[src/rtl/mfep_pkg.sv]
// shared types and constants for the midi file event parser
`timescale 1ns / 1ps
package mfep_pkg;

  typedef enum logic [3:0] {
    PH_HDR, PH_TRK, PH_DELTA, PH_STATUS, PH_DATA1, PH_DATA2, PH_META_TYPE,
    PH_META_LEN, PH_SYSEX_LEN, PH_TEMPO, PH_SKIP, PH_DONE, PH_DIV, PH_OUT
  } phase_e;

  typedef enum logic [3:0] {
    K_NOTE = 4'd0, K_POLY = 4'd1, K_CTRL = 4'd2, K_PROG = 4'd3, K_CHAT = 4'd4,
    K_PITCH = 4'd5, K_TEMPO = 4'd6, K_DIV = 4'd7, K_BAD_HDR = 4'd8,
    K_BAD_TRK = 4'd9, K_BAD_STAT = 4'd10
  } kind_e;

  localparam logic [31:0] TAG_HEADER = 32'h4D546864;
  localparam logic [31:0] TAG_TRACK = 32'h4D54726B;
  localparam logic [25:0] TEMPO_NUM = 26'd60000000;
  localparam logic [7:0] META_TEMPO = 8'h51;
  localparam logic [7:0] META_END = 8'h2F;

  // controller to datapath: start the tempo divider
  typedef struct packed {
    logic start;
  } div_cmd_t;

  typedef struct packed {
    logic busy;
    logic done;
  } div_sts_t;

endpackage

[src/rtl/mfep_div.sv]
// restoring divider for the tempo, one quotient bit per cycle
`timescale 1ns / 1ps
module mfep_div (
  input  logic                  clk_i,
  input  logic                  rst_ni,
  input  mfep_pkg::div_cmd_t    cmd_i,
  input  logic [23:0]           divisor_i,
  output mfep_pkg::div_sts_t    sts_o,
  output logic [7:0]            bpm_o
);
  import mfep_pkg::*;

  logic [4:0]  cnt_q, cnt_d;
  logic [25:0] rem_q, rem_d, quo_q, quo_d;
  logic [23:0] dvs_q, dvs_d;
  logic        busy_q, busy_d, done_q, done_d;
  logic [26:0] trial;

  // done stays up until the next start
  always_comb begin
    cnt_d = cnt_q; rem_d = rem_q; quo_d = quo_q; dvs_d = dvs_q;
    busy_d = busy_q; done_d = done_q;
    trial = 27'd0;
    if (cmd_i.start) begin
      busy_d = 1'b1; done_d = 1'b0; cnt_d = 5'd25; rem_d = 26'd0; quo_d = TEMPO_NUM;
      dvs_d = divisor_i;
    end else if (busy_q) begin
      trial = {rem_q, quo_q[25]} - {3'd0, dvs_q};
      if (!trial[26]) begin
        rem_d = trial[25:0];
        quo_d = {quo_q[24:0], 1'b1};
      end else begin
        rem_d = {rem_q[24:0], quo_q[25]};
        quo_d = {quo_q[24:0], 1'b0};
      end
      cnt_d = cnt_q - 5'd1;
      if (cnt_q == 5'd0) begin
        busy_d = 1'b0; done_d = 1'b1;
      end
    end
  end

  always_ff @(posedge clk_i or negedge rst_ni) begin
    if (!rst_ni) begin
      busy_q <= 1'b0; done_q <= 1'b0; cnt_q <= 5'd0;
    end else begin
      busy_q <= busy_d; done_q <= done_d; cnt_q <= cnt_d;
    end
  end

  always_ff @(posedge clk_i) begin
    rem_q <= rem_d; quo_q <= quo_d; dvs_q <= dvs_d;
  end

  assign sts_o.busy = busy_q;
  assign sts_o.done = done_q;
  assign bpm_o = quo_q[7:0];
endmodule

[src/rtl/mfep_ctrl.sv]
// byte parser controller with track state and result register
`timescale 1ns / 1ps
module mfep_ctrl (
  input  logic                 clk_i,
  input  logic                 rst_ni,
  input  logic                 in_valid_i,
  output logic                 in_stall_o,
  input  logic [7:0]           file_byte_i,
  input  logic                 restart_i,
  output mfep_pkg::div_cmd_t   div_cmd_o,
  output logic [23:0]          divisor_o,
  input  mfep_pkg::div_sts_t   div_sts_i,
  input  logic [7:0]           bpm_i,
  output logic                 out_valid_o,
  input  logic                 out_stall_i,
  output logic [3:0]           kind_o,
  output logic [3:0]           channel_o,
  output logic [31:0]          timestamp_o,
  output logic [7:0]           status_o,
  output logic [7:0]           data_first_o,
  output logic [7:0]           data_second_o,
  output logic [15:0]          value_o
);
  import mfep_pkg::*;

  phase_e      ph_q, ph_d, ret_q, ret_d;
  logic [3:0]  pos_q, pos_d;
  logic [15:0] tdec_q, tdec_d, tfin_q, tfin_d;
  logic [31:0] left_q, left_d, tick_q, tick_d, vl_q, vl_d, skip_q, skip_d;
  logic [7:0]  rs_q, rs_d, held_q, held_d, dh_q, dh_d;
  logic [23:0] tempo_q, tempo_d;
  logic        end_q, end_d, halt_q, halt_d;
  logic        ov_q, ov_d;
  logic [3:0]  k_q, k_d, ch_q, ch_d;
  logic [31:0] ts_q, ts_d;
  logic [7:0]  st_q, st_d, d1_q, d1_d, d2_q, d2_d;
  logic [15:0] val_q, val_d;
  logic        accept, emit, finish, startdiv;
  logic [31:0] vl_n;
  logic [7:0]  b, hi;
  logic [8:0]  neg;
  logic [16:0] prod;
  phase_e      fin_ph;
  logic [3:0]  fin_pos;
  logic [15:0] fin_tfin;
  logic [31:0] left_n;

  assign b = file_byte_i;
  // stall while a waiting result is held by the receiver, or while a tempo event waits on the divider
  assign in_stall_o = (ov_q && out_stall_i) || ph_q == PH_DIV;
  assign accept = in_valid_i && !in_stall_o;
  assign vl_n = {vl_q[24:0], b[6:0]};
  assign hi = {rs_q[7:4], 4'd0};
  assign neg = 9'd256 - {1'b0, dh_q};
  assign prod = neg * {9'd0, b};

  always_comb begin
    ph_d = ph_q; ret_d = ret_q; pos_d = pos_q; tdec_d = tdec_q; tfin_d = tfin_q;
    left_d = left_q; tick_d = tick_q; vl_d = vl_q; skip_d = skip_q; rs_d = rs_q;
    held_d = held_q; dh_d = dh_q; tempo_d = tempo_q; end_d = end_q; halt_d = halt_q;
    emit = 1'b0; finish = 1'b0; startdiv = 1'b0;
    k_d = k_q; ch_d = 4'd0; ts_d = 32'd0; st_d = 8'd0; d1_d = 8'd0; d2_d = 8'd0;
    val_d = 16'd0;
    left_n = left_q;
    if (ph_q == PH_DIV) begin
      // tempo event waits until the divider is through and the result register is free
      if (div_sts_i.done && !div_sts_i.busy && !(ov_q && out_stall_i)) begin
        emit = 1'b1; k_d = K_TEMPO; ts_d = tick_q; st_d = META_TEMPO; d1_d = bpm_i;
        ph_d = ret_q;
      end
    end else if (accept) begin
      if (restart_i) begin
        ph_d = PH_HDR; pos_d = 4'd0; tdec_d = 16'd0; tfin_d = 16'd0; left_d = 32'd0;
        tick_d = 32'd0; vl_d = 32'd0; rs_d = 8'd0; held_d = 8'd0; skip_d = 32'd0;
        tempo_d = 24'd0; dh_d = 8'd0; end_d = 1'b0; halt_d = 1'b0;
      end
      if (restart_i || (!halt_q && ph_q != PH_DONE)) begin
        if (restart_i || ph_q == PH_HDR) begin
          pos_d = (restart_i ? 4'd0 : pos_q) + 4'd1;
          if ((restart_i ? 4'd0 : pos_q) < 4'd4) begin
            if (b != TAG_HEADER[5'd24 - {(restart_i ? 2'd0 : pos_q[1:0]), 3'd0} +: 8])
            begin
              halt_d = 1'b1; emit = 1'b1; k_d = K_BAD_HDR;
            end
          end else if (pos_q == 4'd10 || pos_q == 4'd11) begin
            tdec_d = {tdec_q[7:0], b};
          end else if (pos_q == 4'd12) begin
            dh_d = b;
          end else if (pos_q >= 4'd13) begin
            emit = 1'b1; k_d = K_DIV;
            val_d = dh_q[7] ? prod[15:0] : {dh_q, b};
            pos_d = 4'd0;
            ph_d = (tdec_q != 16'd0) ? PH_TRK : PH_DONE;
          end
        end else if (ph_q == PH_TRK) begin
          pos_d = pos_q + 4'd1;
          if (pos_q < 4'd4) begin
            if (b != TAG_TRACK[5'd24 - {pos_q[1:0], 3'd0} +: 8]) begin
              halt_d = 1'b1; emit = 1'b1; k_d = K_BAD_TRK;
            end
          end else begin
            left_d = {left_q[23:0], b};
            left_n = left_d;
            if (pos_q >= 4'd7) begin
              tick_d = 32'd0; end_d = 1'b0; rs_d = 8'd0; pos_d = 4'd0; finish = 1'b1;
            end
          end
        end else begin
          if (left_q != 32'd0) left_d = left_q - 32'd1;
          left_n = left_d;
          unique case (ph_q)
            PH_DELTA: begin
              vl_d = vl_n;
              if (!b[7]) begin
                tick_d = tick_q + vl_n; ph_d = PH_STATUS;
              end
            end
            PH_STATUS, PH_DATA1: begin
              if (ph_q == PH_STATUS && b[7]) begin
                if (b >= 8'hF0) begin
                  rs_d = 8'd0; vl_d = 32'd0;
                  ph_d = (b == 8'hFF) ? PH_META_TYPE : PH_SYSEX_LEN;
                end else begin
                  rs_d = b; ph_d = PH_DATA1;
                end
              end else if (ph_q == PH_STATUS && rs_q == 8'd0) begin
                halt_d = 1'b1; emit = 1'b1; k_d = K_BAD_STAT; ts_d = tick_q; d1_d = b;
              end else begin
                held_d = b;
                if (hi == 8'hC0 || hi == 8'hD0) begin
                  emit = 1'b1; k_d = (hi == 8'hC0) ? K_PROG : K_CHAT;
                  ch_d = rs_q[3:0]; ts_d = tick_q; st_d = rs_q; d1_d = b;
                  finish = 1'b1;
                end else begin
                  ph_d = PH_DATA2;
                end
              end
            end
            PH_DATA2: begin
              ch_d = rs_q[3:0]; ts_d = tick_q; st_d = rs_q; d1_d = held_q; d2_d = b;
              emit = 1'b1;
              case (hi)
                8'h80: begin k_d = K_NOTE; st_d = rs_q + 8'h10; d2_d = 8'd0; end
                8'h90: k_d = K_NOTE;
                8'hA0: k_d = K_POLY;
                8'hB0: begin
                  k_d = K_CTRL;
                  emit = held_q == 8'd1 || held_q == 8'd7 || held_q == 8'd10;
                end
                default: k_d = K_PITCH;
              endcase
              finish = 1'b1;
            end
            PH_META_TYPE: begin
              held_d = b; vl_d = 32'd0; ph_d = PH_META_LEN;
            end
            PH_META_LEN, PH_SYSEX_LEN: begin
              vl_d = vl_n;
              if (!b[7]) begin
                if (ph_q == PH_META_LEN && held_q == META_TEMPO) begin
                  skip_d = (vl_n > 32'd3) ? vl_n - 32'd3 : 32'd0;
                  tempo_d = 24'd0; pos_d = 4'd0; ph_d = PH_TEMPO;
                end else begin
                  if (ph_q == PH_META_LEN && held_q == META_END) end_d = 1'b1;
                  skip_d = vl_n;
                  if (vl_n == 32'd0) finish = 1'b1; else ph_d = PH_SKIP;
                end
              end
            end
            PH_TEMPO: begin
              tempo_d = {tempo_q[15:0], b};
              pos_d = pos_q + 4'd1;
              if (pos_q >= 4'd2) begin
                if (tempo_d == 24'd0) begin
                  emit = 1'b1; k_d = K_TEMPO; ts_d = tick_q; st_d = META_TEMPO;
                  d1_d = 8'hFF;
                end else begin
                  startdiv = 1'b1;
                end
                if (skip_q == 32'd0) finish = 1'b1; else ph_d = PH_SKIP;
              end
            end
            default: begin
              if (skip_q > 32'd1) skip_d = skip_q - 32'd1;
              else begin
                skip_d = 32'd0; finish = 1'b1;
              end
            end
          endcase
        end
      end
    end
    // end of event bookkeeping
    fin_tfin = tfin_q + {15'd0, end_d};
    fin_ph = PH_DELTA; fin_pos = pos_d;
    if (left_n == 32'd0) begin
      if (fin_tfin == tdec_d) fin_ph = PH_DONE;
      else begin
        fin_ph = PH_TRK; fin_pos = 4'd0;
      end
    end
    if (finish) begin
      if (ph_q != PH_TRK && left_n == 32'd0) tfin_d = fin_tfin;
      ph_d = fin_ph; pos_d = fin_pos; if (fin_ph == PH_DELTA) vl_d = 32'd0;
    end
    if (startdiv) begin
      ret_d = ph_d; ph_d = PH_DIV;
    end
  end

  always_comb begin
    ov_d = ov_q;
    if (ov_q && !out_stall_i) ov_d = 1'b0;
    if (emit) ov_d = 1'b1;
  end

  always_ff @(posedge clk_i or negedge rst_ni) begin
    if (!rst_ni) begin
      ph_q <= PH_HDR; ret_q <= PH_HDR; pos_q <= 4'd0; tdec_q <= 16'd0; tfin_q <= 16'd0;
      left_q <= 32'd0; tick_q <= 32'd0; vl_q <= 32'd0; skip_q <= 32'd0; rs_q <= 8'd0;
      held_q <= 8'd0; dh_q <= 8'd0; tempo_q <= 24'd0; end_q <= 1'b0; halt_q <= 1'b0;
      ov_q <= 1'b0;
    end else begin
      ph_q <= ph_d; ret_q <= ret_d; pos_q <= pos_d; tdec_q <= tdec_d; tfin_q <= tfin_d;
      left_q <= left_d; tick_q <= tick_d; vl_q <= vl_d; skip_q <= skip_d; rs_q <= rs_d;
      held_q <= held_d; dh_q <= dh_d; tempo_q <= tempo_d; end_q <= end_d;
      halt_q <= halt_d; ov_q <= ov_d;
    end
  end

  always_ff @(posedge clk_i) begin
    if (emit) begin
      k_q <= k_d; ch_q <= ch_d; ts_q <= ts_d; st_q <= st_d; d1_q <= d1_d; d2_q <= d2_d;
      val_q <= val_d;
    end
  end

  assign div_cmd_o.start = startdiv;
  assign divisor_o = tempo_d;
  assign out_valid_o = ov_q;
  assign kind_o = k_q;
  assign channel_o = ch_q;
  assign timestamp_o = ts_q;
  assign status_o = st_q;
  assign data_first_o = d1_q;
  assign data_second_o = d2_q;
  assign value_o = val_q;
endmodule

[src/rtl/midi_file_event_parser_unit.sv]
// midi file event parser: byte stream in, decoded events out
// input channel: one file byte per request with restart flag, in_valid_i / in_stall_o
// output channel: one event per request, out_valid_o / out_stall_i, registered
// an event appears in the cycle after the byte that completes it, but for a divided tempo event
// throughput is one byte per cycle when not stalled; a tempo event with a nonzero
// period runs the bit-serial divider, which holds the input until the tempo event is emitted
// a waiting event stalls input only when the receiver stalls it
// reset clears the parser to expect a file header; restart on a byte does
// the same with that byte taken as header byte 0
// errors halt the parser until restart; bytes past the last track are dropped
`timescale 1ns / 1ps
module midi_file_event_parser_unit (
  input  logic        clk_i,
  input  logic        rst_ni,
  input  logic        in_valid_i,
  output logic        in_stall_o,
  input  logic [7:0]  file_byte_i,
  input  logic        restart_i,
  output logic        out_valid_o,
  input  logic        out_stall_i,
  output logic [3:0]  kind_o,
  output logic [3:0]  channel_o,
  output logic [31:0] timestamp_o,
  output logic [7:0]  status_o,
  output logic [7:0]  data_first_o,
  output logic [7:0]  data_second_o,
  output logic [15:0] value_o
);
  import mfep_pkg::*;

  div_cmd_t    cmd;
  div_sts_t    sts;
  logic [23:0] divisor;
  logic [7:0]  bpm;

  mfep_ctrl u_ctrl (
    .clk_i, .rst_ni, .in_valid_i, .in_stall_o, .file_byte_i, .restart_i,
    .div_cmd_o(cmd), .divisor_o(divisor), .div_sts_i(sts), .bpm_i(bpm),
    .out_valid_o, .out_stall_i, .kind_o, .channel_o, .timestamp_o, .status_o,
    .data_first_o, .data_second_o, .value_o
  );

  mfep_div u_div (
    .clk_i, .rst_ni, .cmd_i(cmd), .divisor_i(divisor), .sts_o(sts), .bpm_o(bpm)
  );
endmodule
[config.mk]
export PLATFORM = sky130hd
export DESIGN_NAME = midi_file_event_parser_unit
export DESIGN_NICKNAME = d
export VERILOG_FILES = /design/src/rtl/mfep_pkg.sv /design/src/rtl/mfep_div.sv /design/src/rtl/mfep_ctrl.sv /design/src/rtl/midi_file_event_parser_unit.sv
export SDC_FILE = /design/constraint.sdc
export NUM_CORES = 1
export LEC_CHECK = 0
export BUFFER_PORTS_ARGS = -buffer_cell sky130_fd_sc_hd__buf_2
export CAP_MARGIN = 25
export CORE_AREA = 3 3 296 298
export CTS_BUF_LIST = sky130_fd_sc_hd__clkbuf_8
export DETAILED_ROUTE_END_ITERATION = 16
export DIE_AREA = 0 0 299 301
export MAX_ROUTING_LAYER = met4
export SYNTH_ARGS = -nofsm -noshare
export SYNTH_HDL_FRONTEND = slang
export SYNTH_SLANG_ARGS = --single-unit
[constraint.sdc]
create_clock -name clk_i -period 16.55 [get_ports clk_i]
set_clock_uncertainty 0.05 [all_clocks]
set_input_delay 3.31 -clock clk_i [delete_from_list [all_inputs] [get_ports clk_i]]
set_output_delay 3.31 -clock clk_i [all_outputs]
set_load 0.02 [all_outputs]
* Word-level counts from Yosys, hierarchy flattened
Cells that the tools add are included.
** Operators by class
- Add/subtract/negate cells :: 13
- $mul :: 1
- Order comparisons :: 8
- Eq/ne operators :: 42
- Shifts and indexed selects :: 2
- Muxes and demuxes :: 272
- Bitwise gates (word level) :: 7
- Reductions and logical operators :: 51
** Operator list (count)
- 32-bit two-way mux :: 49
- 8-bit two-way mux :: 42
- 4-bit two-way mux :: 65
- 16-bit two-way mux :: 12
- 24-bit two-way mux :: 8
- 32-bit case mux with 3 select lines :: 2
- 32-bit zero test :: 3
- 1-bit two-way mux :: 74
- 32-bit case mux with 2 select lines :: 1
- 32-bit by 6-bit variable part select with 8-bit output (first input constant) :: 2
- 32-bit by 1-bit subtractor with 32-bit output (second input constant) :: 2
- 4-bit == test (second input constant) :: 12
- 24-bit case mux with 2 select lines :: 1
- 8-bit case mux with 3 select lines :: 2
- 32-bit adder :: 1
- 32-bit by 1-bit > comparator with 1-bit output (second input constant) :: 1
- 32-bit by 2-bit > comparator with 1-bit output (second input constant) :: 1
- 32-bit nonzero test :: 1
- 32-bit by 2-bit subtractor with 32-bit output (second input constant) :: 1
- 27-bit by 24-bit subtractor with 27-bit output :: 1
- 26-bit two-way mux :: 1
- 24-bit zero test :: 1
- 4-bit case mux with 5 select lines :: 1
- 16-bit by 1-bit adder with 16-bit output :: 1
- 60 further kinds :: 111
** Storage, ports and cells
- Register bits after elaboration :: 386
- Input port bits :: 13
- Logic and storage cells :: 426

* Logic depth before layout (Yosys ltp)
- Depth after elaboration :: 18
- Gate-level depth with buffers :: 23
- Depth with buffers taken out :: 23

* Modules after synthesis
A second synthesis with hierarchy kept.
** Unflattened totals
- Cell total of the unflattened synthesis :: 3026
- Area total of the unflattened synthesis :: 26100.0 µm²
** Modules (own cells, without submodules)
- mfep_ctrl :: instances 1, cells each 2515, area each 21429.3 µm²
- mfep_div :: instances 1, cells each 511, area each 4670.7 µm²

* Least setup slack after synthesis
No wires, ideal clock.
- Path type :: input to register
- Start :: in file_byte_i[7]
- End :: reg u_ctrl.val_q[15] (netlist: u_ctrl.value_o[15]), data pin
- Arrival time :: 7.522 ns
- Required time :: 16.244 ns
- Slack :: 8.723 ns
- Stages :: 18
- Buffers on the path :: 3
- Path through :: clkbuf_1 clkbuf_1 clkbuf_1 nand2_1 fa_1 fa_1 inv_1 fa_1 fa_1 ha_1 a21boi_0 o21ai_0 a21boi_0 o21ai_0 a21oi_1 o41ai_1 xnor2_1 nor2_1
** Between the ends
- Longest elaborated chain between the ends :: 1
** Ends and longest elaborated chain
- start, declared :: line midi_file_event_parser_unit.sv:17 : input logic [7:0] file_byte_i,
- 9-bit by 8-bit multiplier with 16-bit output :: line mfep_ctrl.sv:55 : assign prod = neg * {9'd0, b};
- end signal, assigned :: line mfep_ctrl.sv:234 : val_q <= val_d;
- end, declared :: line mfep_ctrl.sv:37 : logic [15:0] val_q, val_d;
No other way between the ends.
A chain may end at the register's enable or synchronous reset.

* Worst setup path in the final report
- Start :: in out_stall_i
- End :: out in_stall_o
** Between the ends
- Longest elaborated chain between the ends :: 2
** Ends and longest elaborated chain
- start, declared :: line midi_file_event_parser_unit.sv:20 : input logic out_stall_i,
- 1-bit logical AND :: line mfep_ctrl.sv:50 : assign in_stall_o = (ov_q && out_stall_i) || ph_q == PH_DIV;
- 1-bit logical OR :: line mfep_ctrl.sv:50
- end, declared :: line midi_file_event_parser_unit.sv:16 : output logic in_stall_o,
No other way between the ends.

==> impl_metrics.tcl <==
set metrics [dict create \
    first_global_vias 21580 \
    critPathBufInv 2 \
    p_sw_mw 2.056 \
    start_kind "input pin" \
    syn_avg_cell_area_um2 8.853 \
    ant_nets 0 \
    hold_end "u_div.quo_q[23]$_SDFFE_PP1P_" \
    dpl.hpwl_mm 54.49 \
    placementRows 107 \
    fin_crit_ns 7.648 \
    critPathCaptureType "primary output" \
    setup_tns_ns 0 \
    synthTopCellsByArea "dfrtp_1 22%, edfxtp_1 12%, ha_1 5.5%" \
    swShare_pct 45.82 \
    die_w_um 299 \
    timing.final.ws_setup_ns 8.902 \
    hp-start "u_div.quo_q[22]$_SDFFE_PP0P_" \
    yosys_register_bits 379 \
    p_seq_share_pct 30.9 \
    power.density_nw_per_um2 156.7 \
    path_class "in -> out" \
    leakagePower_nw 12.20 \
    max-slew-margin-rel_pct 27.94 \
    finalCritPeriodShare_pct 46.21 \
    die-area_um2 90000 \
    core_area_um2 85150 \
    hold_viol 0 \
    htree_levels 3 \
    clk_latency_ns 0.67 \
    grt_start_max_net_pins 99 \
    rr_startpoint "u_ctrl.dh_q[0]$_DFFE_PN0P_" \
    layout.nets 3097 \
    rsz0062_at_grt "no" \
    crit_required_ns 13.19 \
    yosys-top-cells-count "262 x nand2_1, 257 x nor2_1, 233 x o21ai_0" \
    power.share.clock_pct 20.0 \
    die_h_um 301 \
    max_cap_viol_count 0 \
    holdPathStages 2 \
    pwr-share-comb_pct 49.0 \
    vias 22450 \
    worst_slew_pin_slew_ns 1.077 \
    routedWlPerCell_um 19.08 \
    antenna_found_initial 8 \
    syn_inst 2879 \
    drive_gt1_share_pct 9.826 \
    ys_types 88 \
    synth_most_common_cell "nand2_1" \
    synth_nets 3048 \
    cts_buffer_depth 3 \
    yosysSeqAreaShare_pct 38.23 \
    path_cells "buf_2 > nand2_1 > nand2_1 > buf_2" \
    grt_usage_pct 17.70 \
    final-max-slew-violation-count 0 \
    clk_pin_slew_ns 0.06 \
    cts_buffers 73 \
    dp_slack_ns 8.419 \
    port_buffers 94 \
    path_delay_family "simple AND/OR/NAND/NOR gates" \
    syn2layout_area_growth_pct 12.37 \
    gp_congestion 0.9160 \
    vdd_drop_max_mv 0.08791 \
    setup_viol 0 \
    async_flop_share_pct 58.84 \
    vias_per_cell 5.431 \
    cts_hold_repair.buffers 0 \
    r2r-end "u_ctrl.value_o[15]$_SDFFCE_PP0P_" \
    wirelength_mm 78.84 \
    initialDrtViolationCount 2096 \
    post_cts_resized 0 \
    p_int_mw 2.432 \
    synth_largest_area_cell "dfrtp_1" \
    ys.flop_type "dfrtp_1" \
    hold_path_class "reg -> reg" \
    grt_pass1_wl_mm 125.0 \
    timing.fmax_mhz 130.8 \
    arrival_ns 4.29 \
    overflow 0 \
    post_cts_buffers 0 \
    power.total_mw 4.489 \
    stdcell_count 4133 \
    drcViolationCount 0 \
    synth.cell_area_um2 25490 \
    clockRootBuffer "clkbuf_8" \
    whs_ns 0.4225 \
    cts_tree "yes" \
    status "finished clean" \
    dr.pass1.iters 6 \
    cp_max_fo 7 \
    yosysWarnings 0 \
    netlist.area_leader.share_pct 21.89 \
    io_pins 95 \
    ff2ff_path_depth 22 \
    synth-edff-count 104 \
    clock_sinks 379 \
    dpl.cell_count 3993 \
    initial_core_util_pct 29.93 \
    max_stage_delay_ns 0.34 \
    crit_path_start "out_stall_i" \
    critPathSlowestCell "nand2_1" \
    reg2reg_slack_ns 10.59 \
]
-- layout make-up --
class,count,area (um2)
inverter,145,544.3
antenna,7,17.52
multi-input combinational,2177,14540
clock buffer,79,1087
sequential,379,9746
clock inverter,50,289.0
timing repair buffer,152,985.9
tap,1144,1431
fill,8897,56510
-- metrics by stage --
step	utilization (%)	instance area [um2]
after floorplan	-	25490
after global placement	31.86	27120
after detailed placement	31.94	27190
after CTS	33.56	28570
after global routing	33.64	28640
final	33.64	28640
-- logic make-up after synthesis --
logic type                 count (synthesis)  share of synthesized area, %
AOI/OAI and AO/OA                        822                         20.87
muxes                                     78                         3.112
xor gates and xnor gates                 139                         4.776
and+or+nand+nor                          982                         19.26
DFF                                      379                         38.23
adders and majority gates                156                         8.924
buffers and inverters                    323                         4.830
-- sequential cells by signal, summed over array words and instances, names as in the netlist, 25 cells and up --
signal and count:
u_div.quo_q 26, u_div.rem_q 26, u_ctrl.timestamp_o 32, u_ctrl.skip_q 32, u_ctrl.left_q 32, u_ctrl.tick_q 32
u_ctrl.vl_q 25
-- routing by layer --
metal / vias up / routed length (um) / global-route usage [%] / part of all wire (%)
met4: 0 / 2439 / 5.976 / 3.1
met2: 804 / 36410 / 27.60 / 46
met5: - / 0 / - / 0
met3: 157 / 5412 / 3.187 / 6.9
li1: 10600 / - / - / -
met1: 10880 / 34580 / 23.22 / 44
-- tightest hold or removal path, stage by stage, from the launching register on --
cell and delay (ns):
dfxtp_1 0.33, mux2i_1 0.07, nand2_1 0.06
-- power groups by stage --
stage	Clock (mW)	Sequential, mW	Combinational, mW
2_1_floorplan	0	1.35	1.61
3_3_place_gp	0	1.40	2.13
3_5_place_dp	0	1.40	2.15
4_1_cts	0.927	1.38	2.16
5_1_grt	0.975	1.42	2.42
6_report	0.899	1.39	2.20
-- worst max-delay path by stage --
stage	end	cells after the start	slack, ns
finish	in_stall_o	4	8.90
global route	u_ctrl.value_o[15]$_SDFFCE_PP0P_	23	8.65
CTS	in_stall_o	4	8.98
detailed placement	u_ctrl.value_o[15]$_SDFFCE_PP0P_	23	8.42
global placement	u_ctrl.value_o[14]$_SDFFCE_PP0P_	23	8.45
floorplan	u_ctrl.value_o[15]$_SDFFCE_PP0P_	18	8.72
-- cells in the final DEF (no fill, tap or decap), types with 52 or more instances in the layout --
master and n:
o21ai_0 230, buf_2 95, and2_1 59, dfxtp_1 52, nor3_1 77, nor2_1 255
dfrtp_1 222, xnor2_1 90, a21oi_1 190, inv_1 164, a22o_1 54, nand2_1 261
edfxtp_1 104, mux2i_1 71, clkbuf_8 79, nand3_1 60, ha_1 113
(Power assumes the default switching activity.)
